`src/rtl/core/bgps_pkg.sv`:
```
package bgps_pkg;

    localparam int PHASE_FRAC_BITS = 16;
    localparam int PHASE_W         = PHASE_FRAC_BITS + 1;
    localparam int FORCE_W         = 20;
    localparam int THR_W           = 19;
    localparam int CFG_DATA_W      = 19;
    localparam int CFG_IDX_W       = 2;

    localparam logic [PHASE_W-1:0] PHASE_ONE = PHASE_W'(1) << PHASE_FRAC_BITS;

    typedef enum logic [1:0] {
        MODE_STAND    = 2'd0,
        MODE_WALK     = 2'd1,
        MODE_TO_STAND = 2'd2
    } mode_t;

    localparam logic [CFG_IDX_W-1:0] REG_PHASE_INC     = 2'd0;
    localparam logic [CFG_IDX_W-1:0] REG_SWITCH_PHASE  = 2'd1;
    localparam logic [CFG_IDX_W-1:0] REG_CONTACT_FORCE = 2'd2;
    localparam logic [CFG_IDX_W-1:0] REG_TOUCH_FORCE   = 2'd3;

    localparam logic [PHASE_W-1:0] PHASE_INC_RST     = 17'd655;
    localparam logic [PHASE_W-1:0] SWITCH_PHASE_RST  = 17'd39322;
    localparam logic [THR_W-1:0]   CONTACT_FORCE_RST = 19'd1600;
    localparam logic [THR_W-1:0]   TOUCH_FORCE_RST   = 19'd3200;

    typedef struct packed {
        logic [PHASE_W-1:0] phase_inc;
        logic [PHASE_W-1:0] switch_phase;
        logic [THR_W-1:0]   contact_force;
        logic [THR_W-1:0]   touch_force;
    } cfg_t;

    typedef struct packed {
        mode_t              mode;
        logic               stance_is_left;
        logic [PHASE_W-1:0] gait_phase;
        logic               touchdown_seen;
        logic               capture;
    } result_t;

endpackage

```
`src/rtl/core/bgps_cfg.sv`:
```
module bgps_cfg
    import bgps_pkg::*;
(
    input  logic                  aclk,
    input  logic                  aresetn,
    input  logic                  cfg_wr_en,
    input  logic [CFG_IDX_W-1:0]  cfg_index,
    input  logic [CFG_DATA_W-1:0] cfg_wdata,
    output cfg_t                  cfg
);

    cfg_t cfg_reg;

    always_ff @(posedge aclk) begin
        if (!aresetn) begin
            cfg_reg.phase_inc     <= PHASE_INC_RST;
            cfg_reg.switch_phase  <= SWITCH_PHASE_RST;
            cfg_reg.contact_force <= CONTACT_FORCE_RST;
            cfg_reg.touch_force   <= TOUCH_FORCE_RST;
        end else if (cfg_wr_en) begin
            case (cfg_index)
                REG_PHASE_INC:     cfg_reg.phase_inc     <= cfg_wdata[PHASE_W-1:0];
                REG_SWITCH_PHASE:  cfg_reg.switch_phase  <= cfg_wdata[PHASE_W-1:0];
                REG_CONTACT_FORCE: cfg_reg.contact_force <= cfg_wdata[THR_W-1:0];
                REG_TOUCH_FORCE:   cfg_reg.touch_force   <= cfg_wdata[THR_W-1:0];
                default: begin
                end
            endcase
        end
    end

    assign cfg = cfg_reg;

endmodule

```
`src/rtl/core/bgps_step.sv`:
```
module bgps_step
    import bgps_pkg::*;
(
    input  logic                      aclk,
    input  logic                      aresetn,
    input  logic                      step_en,
    input  cfg_t                      cfg,
    input  logic [1:0]                req_mode,
    input  logic signed [FORCE_W-1:0] left_force,
    input  logic signed [FORCE_W-1:0] right_force,
    output result_t                   result
);

    logic [PHASE_W-1:0] phase_acc_reg;
    logic [PHASE_W-1:0] phase_acc_next;
    logic               left_reg;
    logic               left_next;
    logic               init_reg;
    logic               touch_reg;
    logic               touch_next;

    mode_t              mode;
    logic               standing;
    logic               walking;
    logic               left_pre;
    logic               init_pre;
    logic               touch_pre;
    logic [PHASE_W:0]   phase_sum;
    logic [PHASE_W:0]   phase_pre;
    logic [PHASE_W-1:0] step;
    logic [PHASE_W-1:0] base;
    logic signed [FORCE_W-1:0] swing_force;
    logic               contact_hit;
    logic               touch_hit;
    logic               do_switch;

    always_comb begin
        if (req_mode == MODE_WALK) begin
            mode = MODE_WALK;
        end else if (req_mode == MODE_TO_STAND && !touch_reg) begin
            mode = MODE_TO_STAND;
        end else begin
            mode = MODE_STAND;
        end
        standing  = (mode == MODE_STAND);
        walking   = (mode == MODE_WALK);
        base      = standing ? '0 : phase_acc_reg;
        step      = standing ? '0 : cfg.phase_inc;
        left_pre  = standing ? 1'b0 : left_reg;
        init_pre  = standing ? 1'b0 : init_reg;
        touch_pre = walking ? 1'b0 : touch_reg;
        phase_sum = {1'b0, base} + {1'b0, step};

        // Thresholds are unsigned, so a negative force never reaches one.
        swing_force = left_pre ? right_force : left_force;
        contact_hit = !swing_force[FORCE_W-1] &&
                      ({1'b0, swing_force[FORCE_W-2:0]} >= {1'b0, cfg.contact_force});
        touch_hit   = !swing_force[FORCE_W-1] &&
                      ({1'b0, swing_force[FORCE_W-2:0]} >= {1'b0, cfg.touch_force});

        // The phase threshold is checked before saturation at one.
        do_switch = walking && contact_hit && (phase_sum >= {1'b0, cfg.switch_phase});
        left_next = do_switch ? !left_pre : left_pre;
        phase_pre = do_switch ? '0 : phase_sum;
        phase_acc_next = (phase_pre >= {1'b0, PHASE_ONE}) ? PHASE_ONE
                                                          : phase_pre[PHASE_W-1:0];
        touch_next = (!walking && touch_hit) ? 1'b1 : touch_pre;

        result.mode           = mode;
        result.stance_is_left = left_next;
        result.gait_phase     = phase_acc_next;
        result.touchdown_seen = touch_next;
        result.capture        = !init_pre || do_switch;
    end

    always_ff @(posedge aclk) begin
        if (!aresetn) begin
            phase_acc_reg <= '0;
            left_reg      <= 1'b0;
            init_reg      <= 1'b0;
            touch_reg     <= 1'b0;
        end else if (step_en) begin
            phase_acc_reg <= phase_acc_next;
            left_reg      <= left_next;
            init_reg      <= 1'b1;
            touch_reg     <= touch_next;
        end
    end

    a_phase_bounded: assert property (@(posedge aclk) disable iff (!aresetn)
        phase_acc_reg <= PHASE_ONE)
        else $error("phase accumulator above one");

    a_stand_result: assert property (@(posedge aclk) disable iff (!aresetn)
        (step_en && result.mode == MODE_STAND) |->
            (result.capture && !result.stance_is_left && result.gait_phase == '0))
        else $error("stand tick did not reset stance and phase");

    a_walk_clears_touch: assert property (@(posedge aclk) disable iff (!aresetn)
        (step_en && result.mode == MODE_WALK) |=> !touch_reg)
        else $error("walk tick left touchdown latched");

    a_to_stand_needs_no_touch: assert property (@(posedge aclk) disable iff (!aresetn)
        (step_en && result.mode == MODE_TO_STAND) |-> !touch_reg)
        else $error("walk-to-stand kept after touchdown");

endmodule

```
`src/rtl/core/biped_gait_phase_scheduler_top.sv`:
```
// Biped gait phase scheduler.
// The input channel (s_valid/s_ready) carries one control tick: the requested
// mode and both feet's signed vertical forces. The result channel
// (m_valid/m_ready) returns exactly one result per tick: resulting mode,
// stance leg, gait phase, touchdown latch and the start position capture flag.
// The configuration port writes one of four registers per clock; the user must
// write it only while the block is idle, which the block does not enforce;
// there is no read-back. A tick is held in an input register, then evaluated
// against the gait state and written to the output register. Throughput is one
// tick per cycle while m_ready stays high; the gait state updates in the same
// cycle that the tick is evaluated.
// Reset (aresetn low, synchronous) empties both registers, loads the default
// register values and clears the phase, stance, initialization and touchdown
// state. When the receiver holds m_ready low, the output register keeps its
// result, the input register fills, and s_ready then drops until the result
// is taken.
module biped_gait_phase_scheduler_top
    import bgps_pkg::*;
(
    input  logic                      aclk,
    input  logic                      aresetn,
    input  logic                      cfg_wr_en,
    input  logic [CFG_IDX_W-1:0]      cfg_index,
    input  logic [CFG_DATA_W-1:0]     cfg_wdata,
    input  logic                      s_valid,
    output logic                      s_ready,
    input  logic [1:0]                s_requested_mode,
    input  logic signed [FORCE_W-1:0] s_left_vertical_force,
    input  logic signed [FORCE_W-1:0] s_right_vertical_force,
    output logic                      m_valid,
    input  logic                      m_ready,
    output logic [1:0]                m_resulting_mode,
    output logic                      m_stance_is_left,
    output logic [PHASE_W-1:0]        m_gait_phase,
    output logic                      m_touchdown_seen,
    output logic                      m_capture_start_positions
);

    cfg_t    cfg;
    result_t result;
    result_t out_reg;
    logic    out_valid_reg;
    logic    in_valid_reg;
    logic [1:0]                in_mode_reg;
    logic signed [FORCE_W-1:0] in_left_reg;
    logic signed [FORCE_W-1:0] in_right_reg;
    logic    advance;

    bgps_cfg u_cfg (
        .aclk      (aclk),
        .aresetn   (aresetn),
        .cfg_wr_en (cfg_wr_en),
        .cfg_index (cfg_index),
        .cfg_wdata (cfg_wdata),
        .cfg       (cfg)
    );

    // A held tick moves to the output register whenever that register is
    // empty or its result is being transferred out.
    assign advance = in_valid_reg && (!out_valid_reg || m_ready);
    assign s_ready = !in_valid_reg || advance;

    bgps_step u_step (
        .aclk        (aclk),
        .aresetn     (aresetn),
        .step_en     (advance),
        .cfg         (cfg),
        .req_mode    (in_mode_reg),
        .left_force  (in_left_reg),
        .right_force (in_right_reg),
        .result      (result)
    );

    always_ff @(posedge aclk) begin
        if (!aresetn) begin
            in_valid_reg  <= 1'b0;
            out_valid_reg <= 1'b0;
        end else begin
            if (s_ready) begin
                in_valid_reg <= s_valid;
            end
            if (advance) begin
                out_valid_reg <= 1'b1;
            end else if (m_ready) begin
                out_valid_reg <= 1'b0;
            end
        end
    end

    always_ff @(posedge aclk) begin
        if (s_ready && s_valid) begin
            in_mode_reg  <= s_requested_mode;
            in_left_reg  <= s_left_vertical_force;
            in_right_reg <= s_right_vertical_force;
        end
        if (advance) begin
            out_reg <= result;
        end
    end

    assign m_valid                   = out_valid_reg;
    assign m_resulting_mode          = out_reg.mode;
    assign m_stance_is_left          = out_reg.stance_is_left;
    assign m_gait_phase              = out_reg.gait_phase;
    assign m_touchdown_seen          = out_reg.touchdown_seen;
    assign m_capture_start_positions = out_reg.capture;

endmodule
```
`config.mk`:
```
export PLATFORM = sky130hd
export DESIGN_NAME = biped_gait_phase_scheduler_top
export DESIGN_NICKNAME = d
export VERILOG_FILES = /design/src/rtl/core/bgps_pkg.sv /design/src/rtl/core/bgps_cfg.sv /design/src/rtl/core/bgps_step.sv /design/src/rtl/core/biped_gait_phase_scheduler_top.sv
export SDC_FILE = /design/constraint.sdc
export NUM_CORES = 1
export LEC_CHECK = 0
export BUFFER_PORTS_ARGS = -buffer_cell sky130_fd_sc_hd__buf_2
export CAP_MARGIN = 20
export CORE_MARGIN = 3
export CORE_UTILIZATION = 55
export DETAILED_ROUTE_END_ITERATION = 10
export PLACE_DENSITY = 0.87
export SLEW_MARGIN = 10
export SYNTH_ARGS = -nofsm -noshare
export SYNTH_HDL_FRONTEND = slang
export SYNTH_SLANG_ARGS = --single-unit
```
`constraint.sdc`:
```
create_clock -name aclk -period 7.3 [get_ports aclk]
set_clock_uncertainty 0.2 [all_clocks]
set_input_delay 0 -clock aclk [delete_from_list [all_inputs] [get_ports aclk]]
set_output_delay 0 -clock aclk [all_outputs]
set_load 0.02 [all_outputs]
```
Yosys cells after proc, flatten, opt, wreduce, memory -nomap -nowiden
Index checks and enable logic that the tools add are counted.

Register bits: 158. Input bits: 68. Output and inout bits: 24. Word-level logic and storage cells: 68.

Add/subtract/negate cells: 1. $lt $le $gt $ge: 4. Equality and inequality tests: 6. Multiplexer cells: 14. Reduce and logical (&&, ||, !) cells: 25.

Operators with widths (number): 17-bit 2-to-1 mux (3); 19-bit >= comparator (2); 20-bit 2-to-1 mux (1); 17-bit by 17-bit adder with 18-bit output (1); 18-bit by 17-bit >= comparator with 1-bit output (1); 18-bit by 17-bit >= comparator with 1-bit output (second input constant) (1); 18-bit 2-to-1 mux (1); 1-bit logical AND (8); 2-bit AND reduction (4); 1-bit zero test (7); 1-bit 2-to-1 mux (7); 2-bit by 1-bit equality test with 1-bit output (second input constant) (3); 2-bit equality test (second input constant) (3); 2-bit zero test (2); 2-bit 2-to-1 mux (2); 1-bit logical OR (3); 2-bit nonzero test (1).

Longest topological paths before layout
Gate-level depths: netlist (run 1).

Depth after elaboration: 14. Gate-level depth with buffers: 25. Mapped depth without buffers: 22.

By module
A second synthesis (run 1) with hierarchy kept.

Cell total of the unflattened synthesis: 853. Area, all modules: 8534.4 um2.

By module, submodules not included: bgps_step (instances 1, cells an instance 504, area an instance 3704.8 um2, sequential area each 400.4 um2); bgps_cfg (instances 1, cells an instance 276, area an instance 2803.9 um2, sequential area each 1441.4 um2); biped_gait_phase_scheduler_top (instances 1, cells an instance 73, area an instance 2025.7 um2, sequential area each 1961.9 um2).

Worst setup path after synthesis (run 1)
Ideal clock, no wire load.

Path type: reg-to-reg. From: reg in_mode_reg[0]. To: reg out_reg (netlist bit m_gait_phase[14]), data pin. Library setup time: 0.157 ns. Data arrival time: 4.816 ns. Data required time: 6.943 ns. Path slack: 2.127 ns. Cell stages (with the launch flop): 25. Path buffers: 3. Period minus slack after synthesis: 5.173 ns. Cell sequence: edfxtp_1 -> nor3b_1 -> nor2_1 -> clkbuf_1 -> nor2b_1 -> ha_1 -> inv_1 -> fa_1 -> and2b_1 -> o2111ai_2 -> a21oi_2 -> o2111ai_1 -> a21oi_1 -> o21a_1 -> nor2_1 -> ha_1 -> a211o_1 -> a21oi_1 -> o21ai_0 -> a31o_2 -> o21ai_0 -> or4b_1 -> buf_6 -> buf_6 -> nor3_1.

RTL lines: start: declaration (RTL line biped_gait_phase_scheduler_top.sv:44) `logic [1:0] in_mode_reg;`; start signal: assignment (RTL line biped_gait_phase_scheduler_top.sv:92) `in_mode_reg <= s_requested_mode;`; end signal: assignment (RTL line biped_gait_phase_scheduler_top.sv:97) `out_reg <= result;`; end: declaration (RTL line biped_gait_phase_scheduler_top.sv:41) `result_t out_reg;`.

==> metrics.cfg, run 1 <==
[power_and_ir_drop]
leakage_uw = 0.00431
power.switching_uw = 539
clock_power_share_pct = 42.2
seqPwrFrac_pct = 45.3
ir_drop_uv = 185
finalPower_uw = 2160
p_sw_share_pct = 25.0
power_report.internal_total_uw = 1620
powerDensity_mw_per_mm2 = 214
p_comb_share_pct = 12.5

[clock_tree]
numCtsBuffers = 17
cts_buffer_depth = 2
cts_setup_buffers = 0
cts_tree = yes
cts_max_level = 4
clkLatencyLatePin_ns = 0.44
path_clk_slew_ns = 0.06
clock-sinks = 158
cts-root-buf = clkbuf_16
cts_resized = 0

[critical_path]
cp.arrival_ns = 6.21
crit_path_max_incr_delay_ns = 0.69
path_max_fanout = 32
path_depth = 21
cp-endpoint = u_step.phase_acc_reg[14]
cp_top_family = simple AND/OR/NAND/NOR gates
r2r_cells = 21
setup.worst_path.start = in_mode_reg[0]
r2r_slack_ns = 1.21
rr_endpoint = u_step.phase_acc_reg[14]
worstReg2RegStart = in_mode_reg[0]
slowest_stage = nor3b_1
cp.required_ns = 7.42
crit_type = flip-flop to flip-flop
worst-path-buf-inv = 2
endpoint_kind = flip-flop
path_cells = nor3b_1 > nor2_2 > buf_4 > nor2b_1 > ha_1 > and2b_1 > o2111ai_2 > a21oi_2 > o2111ai_1 > a21oi_1 > nor3_1 > nor2_1 > ha_1 > a211o_1 > a21oi_1 > o21ai_0 > a31o_2 > o21ai_0 > or4b_1 > buf_4 > o41ai_2
crit_path_start_kind = flip-flop

[finish]
final_common_cell = nand2_1
drive_gt1_share_pct = 17.1
layout.cells.most_common_list = nand2_1, dfxtp_1, buf_2
fillerInstances = 967
area_growth_syn_to_layout_pct = 23.1
fin_nets = 1140
diodes = 0
largest_reg_flops = 72

[drt]
wl_per_cell_um = 17.0
met2WireLength_um = 10000
wl_met3_um = 1350
drt_iter0_markers = 672
top_layer = met4
drtAntennaViolNets = 0
dr.pass1.iters = 6
via_per_inst = 5.65
vias = 6740
met1_length_um = 8300
totalWireLength_um = 20300
drcViolationCount = 0

[yosys]
syn_avg_cell_area_um2 = 9.68
netlist_instances = 847
yosysWarnings = 0
synth_cell_types = 56
yosysTopAreaCellShare_pct = 23.4
ys_top_cells_by_area = edfxtp_1, dfxtp_1, ha_1
synth_edf_count = 64
syn_area_mm2 = 0.00820
ys_seq_elements = 158
synthArstFlopShare_pct = 0
ys_seq_area_share_pct = 46.4
synthFlopType = dfxtp_1
yosysTopAreaCell = edfxtp_1
synth_nets = 988

[timing]
report.final.setup_viol = 0
finalWorstSetupSlack_ns = 1.21
fin_crit_ns = 6.09
report.final.slew_viol_count = 0
holdWs_ns = 0.0773
relSlewSlack_pct = 30.5
setup_tns_ns = 0
fmax_mhz = 164
worst_pin_slew_ns = 1.04
rsz0062_at_grt = false
min_period_over_period_pct = 83.4
hold_viol_final = 0

[global_routing]
grt_max_degree = 78
grt_pass1_wl_um = 32600
antenna_found_initial = 0
grt_usage_pct = 25.4
grt_overflow = 0
grt_pass1_vias = 6624

[floorplan]
dieArea_mm2 = 0.0164
dieWidth_um = 128
initial_utilization_pct = 57.7
ioPinCount = 92
core.rowCount = 43
core_area_mm2 = 0.0142
fp.dieH_um = 128

[flow_run]
max-cap-violations = 0

[placed_design]
dp_slack_ns = 1.41
post-dp-hpwl_um = 13100
place_congestion = 0.935
io_buffers = 91

[status]
outcome = finished clean

[hold_path]
holdCritPathClass = input port to flip-flop

-- through the flow --
step | instances | instance area (um2) | utilization (%)
6_report | 1192 | 10100 | 71.1
5_1_grt | 1192 | 10100 | 71.1
3_3_place_gp | 1087 | 8760 | 61.7
2_1_floorplan | 847 | 8200 | -
3_5_place_dp | 1087 | 8760 | 61.7
4_1_cts | 1191 | 10100 | 71.0
-- worst reg2reg max path, delay by kind of cell (launching register included) --
kind | cells | cell delay (ns)
AND/OR/NAND/NOR | 7 | 2.22
AO/OA/AOI/OAI | 10 | 2.07
buffers and inverters | 2 | 0.58
adder cells (fa/ha/maj) | 2 | 0.48
flip-flops | 1 | 0.40
-- power groups by stage --
stage	logic [uW]	registers (uW)	clock network [uW]
3_5_place_dp	230	995	0
5_1_grt	299	979	952
2_1_floorplan	149	1000	0
4_1_cts	265	976	912
6_report	270	976	911
3_3_place_gp	222	993	0
-- Yosys cell counts, types with 4 or more instances --
| master | n |
|---|---|
| o211ai_1 | 18 |
| nand4_1 | 5 |
| a21oi_1 | 35 |
| nor2_1 | 24 |
| o21a_1 | 7 |
| o31ai_1 | 4 |
| a21o_1 | 17 |
| inv_1 | 76 |
| o31ai_2 | 14 |
| ha_1 | 72 |
| nor2b_1 | 38 |
| a211oi_1 | 6 |
| xnor2_1 | 7 |
| edfxtp_1 | 64 |
| mux2_2 | 19 |
| nand3_1 | 12 |
| dfxtp_1 | 94 |
| clkbuf_1 | 32 |
| a21boi_0 | 53 |
| nand2_1 | 170 |
| o21ai_0 | 18 |
| nor3_1 | 5 |
| nand2b_1 | 5 |
| xor2_1 | 7 |
-- cell type report --
type | count | area (um2) | area share [%]
Clock buffer | 20 | 437 | 4.33
Clock inverter | 12 | 159 | 1.57
Inverter | 76 | 285 | 2.83
Multi-Input combinational cell | 578 | 3970 | 39.3
Sequential cell | 158 | 3800 | 37.7
Tap cell | 180 | 225 | 2.23
Timing Repair Buffer | 168 | 1220 | 12.1
-- what timing repair did --
| item | CTS | global route |
|---|---|---|
| hold endpoints to repair | 116 | 0 |
| endpoints found under the setup margin | 0 | 0 |
| hold buffers | 72 | 0 |
-- layer usage --
layer	vias to the layer above	track usage, %
li1	3229	-
met1	3187	30.9
met2	268	43.3
met3	56	6.08
met4	0	10.6
met5	-	0
-- worst min-delay path by stage --
stage / from / end / slack [ns] / depth (start not counted)
floorplan: s_left_vertical_force[0] / in_left_reg[0] / -0.10 / 0
global placement: s_right_vertical_force[15] / in_right_reg[15] / -0.02 / 1
detailed placement: s_right_vertical_force[9] / in_right_reg[9] / -0.02 / 1
CTS: s_left_vertical_force[10] / in_left_reg[10] / 0.06 / 2
global route: s_right_vertical_force[12] / in_right_reg[12] / 0.06 / 2
finish: s_right_vertical_force[10] / in_right_reg[10] / 0.08 / 2
-- cell families after synthesis --
kind of cell / Yosys count / share of synthesized area [%]
AO/OA/AOI/OAI: 194 / 17.5
XOR/XNOR: 14 / 1.50
adder cells (fa/ha/maj): 73 / 11.2
buffers and inverters: 111 / 5.46
flip-flops: 158 / 46.4
multiplexers: 20 / 2.73
AND/OR/NAND/NOR: 277 / 15.2
Note: power is estimated with default switching activity, not from simulation.
==> run 2, diff against run 1 <==
- ABC_AREA: default -> 1
- clock period: 7.3 -> 6.1 ns (I/O delays scaled with it)
==> metrics.cfg, run 2 <==
[flow_run]
max-cap-violations = 0  ; unchanged

[placed_design]
post-dp-hpwl_um = 12900  ; was 13100 um
io_buffers = 91  ; unchanged
place_area_mm2 = 0.00874  ; was 0.00876 mm2
place_congestion = 0.922  ; was 0.935

[finish]
fillerInstances = 1011  ; was 967
diodes = 0  ; unchanged
layout.cells.most_common_list = nand2_1, inv_1, a21oi_1  ; was nand2_1, dfxtp_1, buf_2
area_growth_syn_to_layout_pct = 23.9  ; was 23.1%
final_common_cell = nand2_1  ; unchanged
final_util_pct = 71.3  ; was 71.1%
largest_reg_flops = 72  ; unchanged
drive_gt1_share_pct = 14.5  ; was 17.1%
fin_nets = 1251  ; was 1140
final_area_mm2 = 0.0101  ; about the same

[clock_tree]
path_clk_slew_ns = 0.06  ; about the same
numCtsBuffers = 17  ; unchanged
cts_setup_buffers = 0  ; unchanged
clkLatencyLatePin_ns = 0.43  ; was 0.44 ns
cts-root-buf = clkbuf_16  ; unchanged
cts_max_level = 4  ; unchanged
cts_tree = yes  ; unchanged
cts_buffer_depth = 2  ; unchanged
clock-sinks = 158  ; unchanged

[yosys]
netlist_instances = 949  ; was 847
syn_area_mm2 = 0.00818  ; was 0.00820 mm2
ys_top_cells_by_area = edfxtp_1, dfxtp_1, ha_1  ; unchanged
synth_nets = 1090  ; was 988
synth_top_family_by_area = simple AND/OR/NAND/NOR gates  ; was compound AO/OA/AOI/OAI gates
synth-simple-area-share_pct = 16.2  ; was 15.2%
synth_most_common_cell = nand2_1  ; unchanged
synthAdderAreaFrac_pct = 11.3  ; was 11.2%
syn_avg_cell_area_um2 = 8.62  ; was 9.68 um2
synthFlopType = dfxtp_1  ; unchanged
synth_compound_area_share_pct = 15.9  ; was 17.5%
synthTopCellsByCount = nand2_1, inv_1, a21oi_1, dfxtp_1, o21ai_0  ; was nand2_1, dfxtp_1, inv_1, ha_1, edfxtp_1
ys_seq_elements = 158  ; unchanged
synth_cell_types = 41  ; was 56
synthXorXnorAreaFrac_pct = 1.39  ; was 1.50%
synthMuxAreaShare_pct = 0.122  ; was 2.73%
ys_seq_area_share_pct = 46.5  ; was 46.4%
synth_edf_count = 64  ; unchanged
yosysTopAreaCellShare_pct = 23.5  ; was 23.4%
synthArstFlopShare_pct = 0  ; unchanged
yosysTopAreaCell = edfxtp_1  ; unchanged
yosysWarnings = 0  ; unchanged

[floorplan]
core.rowCount = 43  ; unchanged
initial_utilization_pct = 57.6  ; was 57.7%
core_area_mm2 = 0.0142  ; unchanged
fp.dieH_um = 128  ; about the same
ioPinCount = 92  ; unchanged
dieArea_mm2 = 0.0164  ; about the same
dieWidth_um = 128  ; about the same

[drt]
via_per_inst = 5.46  ; was 5.65
drtAntennaViolNets = 0  ; unchanged
totalWireLength_um = 21200  ; was 20300 um
dr.pass1.iters = 8  ; was 6
wl_per_cell_um = 16.3  ; was 17.0 um
drt_iter0_markers = 610  ; was 672
vias = 7117  ; was 6740
drcViolationCount = 0  ; unchanged

[timing]
fmax_mhz = 208  ; was 164 MHz
report.final.setup_viol = 0  ; unchanged
rsz0062_at_grt = false  ; unchanged
relSlewSlack_pct = 36.6  ; was 30.5%
fin_crit_ns = 4.82  ; was 6.09 ns
min_period_over_period_pct = 79.0  ; was 83.4%
report.final.slew_viol_count = 0  ; unchanged
worst_pin_slew_ns = 0.951  ; was 1.04 ns
hold_viol_final = 0  ; unchanged
setup_tns_ns = 0  ; unchanged

[critical_path]
cp.required_ns = 6.08  ; was 7.42 ns
crit_type = flip-flop to flip-flop  ; unchanged
crit_path_frequent_cell = nand2_1
crit_path_start_kind = flip-flop  ; unchanged
cp.arrival_ns = 4.79  ; was 6.21 ns
slowest_stage = fa_1  ; was nor3b_1
path_max_fanout = 19  ; was 32
crit_path_max_incr_delay_ns = 0.42  ; was 0.69 ns
endpoint_kind = flip-flop  ; unchanged

[global_routing]
grt_usage_pct = 26.7  ; was 25.4%
grt_pass1_wl_um = 34700  ; was 32600 um
grt_overflow = 0  ; unchanged
antenna_found_initial = 0  ; unchanged
grt_max_degree = 88  ; was 78
grt_pass1_vias = 7257  ; was 6624

[power_and_ir_drop]
ir_drop_uv = 246  ; was 185 uV
powerDensity_mw_per_mm2 = 265  ; was 214 mW/mm2
leakage_uw = 0.00470  ; was 0.00431 uW

[hold_path]
holdCritPathClass = input port to flip-flop  ; unchanged

[status]
outcome = finished clean  ; unchanged

==> run 2: changes by cell type after synthesis, sizes merged, moves of 5 or more <==
| cell | previous run | this run |
|---|---|---|
| nor2b | 38 | 0 |
| a21o | 17 | 4 |
| o31ai | 18 | 0 |
| nor2 | 24 | 66 |
| nand3 | 12 | 38 |
| nand2b | 5 | 0 |
| o21a | 7 | 2 |
| a21boi | 53 | 1 |
| a211oi | 7 | 0 |
| mux2 | 19 | 0 |
| a21oi | 38 | 113 |
| inv | 76 | 147 |
| o21ai | 18 | 91 |
| nand4 | 5 | 10 |
==> run 2: timing repair <==
action / in CTS / in global routing
hold buffers: 79 / 0
gates resized for setup: 0 / 0
hold endpoints to repair: 117 / 0
==> run 2: final timing paths <==
path | endpoint | slack (ns) | start | cells past startpoint
max | m_gait_phase[15] | 1.28 | in_mode_reg[1] | 26
min | u_cfg.cfg[56] | 0.05 | aresetn | 3
max reg2reg | m_gait_phase[15] | 1.28 | in_mode_reg[1] | 26
min reg2reg | u_cfg.cfg[2] | 0.26 | u_cfg.cfg[2] | 2
==> run 2: through the flow <==
step / hold slack (ns) / setup WS (ns) / instances / total power, uW
6_report: 0.0478 / 1.28 / 1303 / 2690
5_1_grt: 0.0772 / 0.949 / 1303 / 2790
4_1_cts: 0.0206 / 1.33 / 1303 / 2670
3_5_place_dp: -0.0219 / 1.41 / 1192 / 1570
3_3_place_gp: -0.0239 / 1.55 / 1192 / 1550
2_1_floorplan: -0.101 / 2.10 / 949 / 1460
==> run 2: cells by family after synthesis <==
kind of cell               after synthesis
DFF                                    158
buffers and inverters                  180
adders and majority gates               73
AOI/OAI and AO/OA                      232
muxes                                    1
and+or+nand+nor                        292
xor gates and xnor gates                13
==> run 2: layout make-up <==
type | count | area [um2] | area share, %
sequential | 158 | 3800 | 37.5
multi-input combinational | 611 | 3670 | 36.2
timing repair buffer | 175 | 1280 | 12.7
inverter | 147 | 552 | 5.45
clock buffer | 19 | 433 | 4.27
tap | 180 | 225 | 2.22
clock inverter | 13 | 164 | 1.62
==> run 2: power by group <==
group,switching [uW],internal (uW)
Combinational,253,163
Sequential,20.5,1170
Clock,440,646
==> run 2: worst max-delay path: cells and delay by family (launching register included) <==
kind / cells / cell delay (ns)
AO/OA/AOI/OAI: 4 / 0.62
flip-flops: 1 / 0.39
AND/OR/NAND/NOR: 13 / 1.64
adder cells (fa/ha/maj): 3 / 0.82
XOR/XNOR: 1 / 0.32
buffers and inverters: 5 / 0.52
==> run 2: routing by layer <==
layer / GRT usage [%] / routed length (um)
met5: 0 / 0
met4: 12.3 / 778
met3: 6.58 / 1490
met2: 44.9 / 10300
met1: 32.2 / 8660
==> run 3, diff against run 2 <==
- CORE_UTILIZATION: 55 -> 53
- clock period: 6.1 -> 4.06 ns (I/O delays scaled with it)
==> metrics.cfg, run 3 (synthesized netlist as in run 2, its figures left out) <==
[status]
outcome = complete, but fails checks  ; was finished clean
violations = setup timing

[floorplan]
core.rowCount = 44  ; was 43
ioPinCount = 92  ; unchanged
core_area_mm2 = 0.0148  ; was 0.0142 mm2
dieArea_mm2 = 0.0170  ; was 0.0164 mm2
initial_utilization_pct = 55.2  ; was 57.6%
dieWidth_um = 130  ; was 128 um
fp.dieH_um = 130  ; was 128 um

[drt]
wl_per_cell_um = 16.0  ; was 16.3 um
vias = 7341  ; was 7117
drcViolationCount = 0  ; unchanged
drt_iter0_markers = 543  ; was 610
totalWireLength_um = 21800  ; was 21200 um
dr.pass1.iters = 9  ; was 8
drtAntennaViolNets = 0  ; unchanged
via_per_inst = 5.37  ; was 5.46

[global_routing]
grt_usage_pct = 25.8  ; was 26.7%
antenna_found_initial = 0  ; unchanged
grt_pass1_vias = 7282  ; was 7257
grt_overflow = 0  ; unchanged
grt_max_degree = 55  ; was 88
grt_pass1_wl_um = 34400  ; was 34700 um

[critical_path]
cp.required_ns = 4.05  ; was 6.08 ns
cp.arrival_ns = 4.08  ; was 4.79 ns
r2r_slack_ns = -0.03  ; was 1.28 ns
crit_path_frequent_cell = nand2_1  ; unchanged
worst-path-buf-inv = 5  ; unchanged
slowest_stage = edfxtp_1  ; was fa_1
cp_top_family = simple AND/OR/NAND/NOR gates  ; unchanged
crit_path_max_incr_delay_ns = 0.42  ; about the same
crit_type = flip-flop to flip-flop  ; unchanged
path_max_fanout = 10  ; was 19
endpoint_kind = flip-flop  ; unchanged
crit_path_start_kind = flip-flop  ; unchanged

[finish]
layout.cells.most_common_list = nand2_1, inv_1, dfxtp_1  ; was nand2_1, inv_1, a21oi_1
fin_nets = 1310  ; was 1251
diodes = 0  ; unchanged
drive_gt1_share_pct = 23.8  ; was 14.5%
final_common_cell = nand2_1  ; unchanged
largest_reg_flops = 72  ; unchanged
area_growth_syn_to_layout_pct = 33.9  ; was 23.9%

[timing]
rsz0062_at_grt = true  ; was false
fmax_mhz = 245  ; was 208 MHz
min_period_over_period_pct = 101  ; was 79.0%
hold_viol_final = 0  ; unchanged
relSlewSlack_pct = 34.7  ; was 36.6%
holdWs_ns = 0.0250  ; was 0.0478 ns
finalWorstSetupSlack_ns = -0.0255  ; was 1.28 ns
report.final.setup_viol = 15  ; was 0
report.final.slew_viol_count = 0  ; unchanged
fin_crit_ns = 4.09  ; was 4.82 ns
worst_pin_slew_ns = 0.980  ; was 0.951 ns

[placed_design]
place_congestion = 0.937  ; was 0.922
io_buffers = 91  ; unchanged
post-dp-hpwl_um = 13400  ; was 12900 um
dp_slack_ns = -0.115  ; was 1.41 ns

[clock_tree]
path_clk_slew_ns = 0.06  ; about the same
clock-sinks = 158  ; unchanged
cts-root-buf = clkbuf_16  ; unchanged
clkLatencyLatePin_ns = 0.43  ; about the same
cts_max_level = 4  ; unchanged
cts_buffer_depth = 2  ; unchanged
numCtsBuffers = 17  ; unchanged
cts_tree = yes  ; unchanged

[hold_path]
holdCritPathClass = input port to flip-flop  ; unchanged

[power_and_ir_drop]
ir_drop_uv = 610  ; was 246 uV
powerDensity_mw_per_mm2 = 375  ; was 265 mW/mm2
leakage_uw = 0.00505  ; was 0.00470 uW

[flow_run]
max-cap-violations = 0  ; unchanged

run 3: report_power, final:
part	leakage, uW	internal, uW	total [uW]	switching (uW)
registers	0.00139	1750	1780	29.9
clock network	0.000291	919	1600	681
logic	0.00337	308	722	415
total	0.00505	2980	4100	1120
run 3: timing repair:
item,CTS,global route
pin swaps,13,38
setup endpoints to repair,37,37
hold buffers,79,0
endpoints found under the hold margin,117,0
cloned,1,0
buffers inserted,6,5
resized for setup,23,58
run 3: worst paths after layout:
check	from	to	cells after the start
hold reg to reg	u_cfg.cfg[36]	u_cfg.cfg[36]	2
setup / recovery	in_mode_reg[0]	m_gait_phase[5]	27
setup reg to reg	in_mode_reg[0]	m_gait_phase[5]	27
hold / removal	aresetn	u_cfg.cfg[41]	2
run 3: layout make-up:
type                    count  area [um2]
inverters                 147         557
fillers                   955        3860
clock buffers              18         429
well taps                 184         230
multi-input cells         611        3990
flip-flops and latches    158        3800
repair buffers            234        1780
clock inverters            14         158
run 3: per-stage QoR:
step | instance area [um2] | setup TNS, ns | util (%) | power (uW) | cells
after floorplan | 8180 | 0 | - | 2190 | 949
after detailed placement | 9140 | -2.13 | 61.7 | 2400 | 1245
after global placement | 9140 | 0 | 61.7 | 2370 | 1245
final | 11000 | -0.243 | 74.0 | 4100 | 1366
after global routing | 11000 | -10.30 | 74.0 | 4270 | 1366
after CTS | 10700 | -0.192 | 72.0 | 4040 | 1363
run 3: per-layer routing:
metal / vias up / share of wire [%] / global-route usage [%]
met2: 273 / 51 / 46.4
li1: 3604 / - / -
met3: 51 / 5.7 / 5.89
met5: - / 0 / 0
met1: 3413 / 40 / 30.5
met4: 0 / 2.8 / 8.44
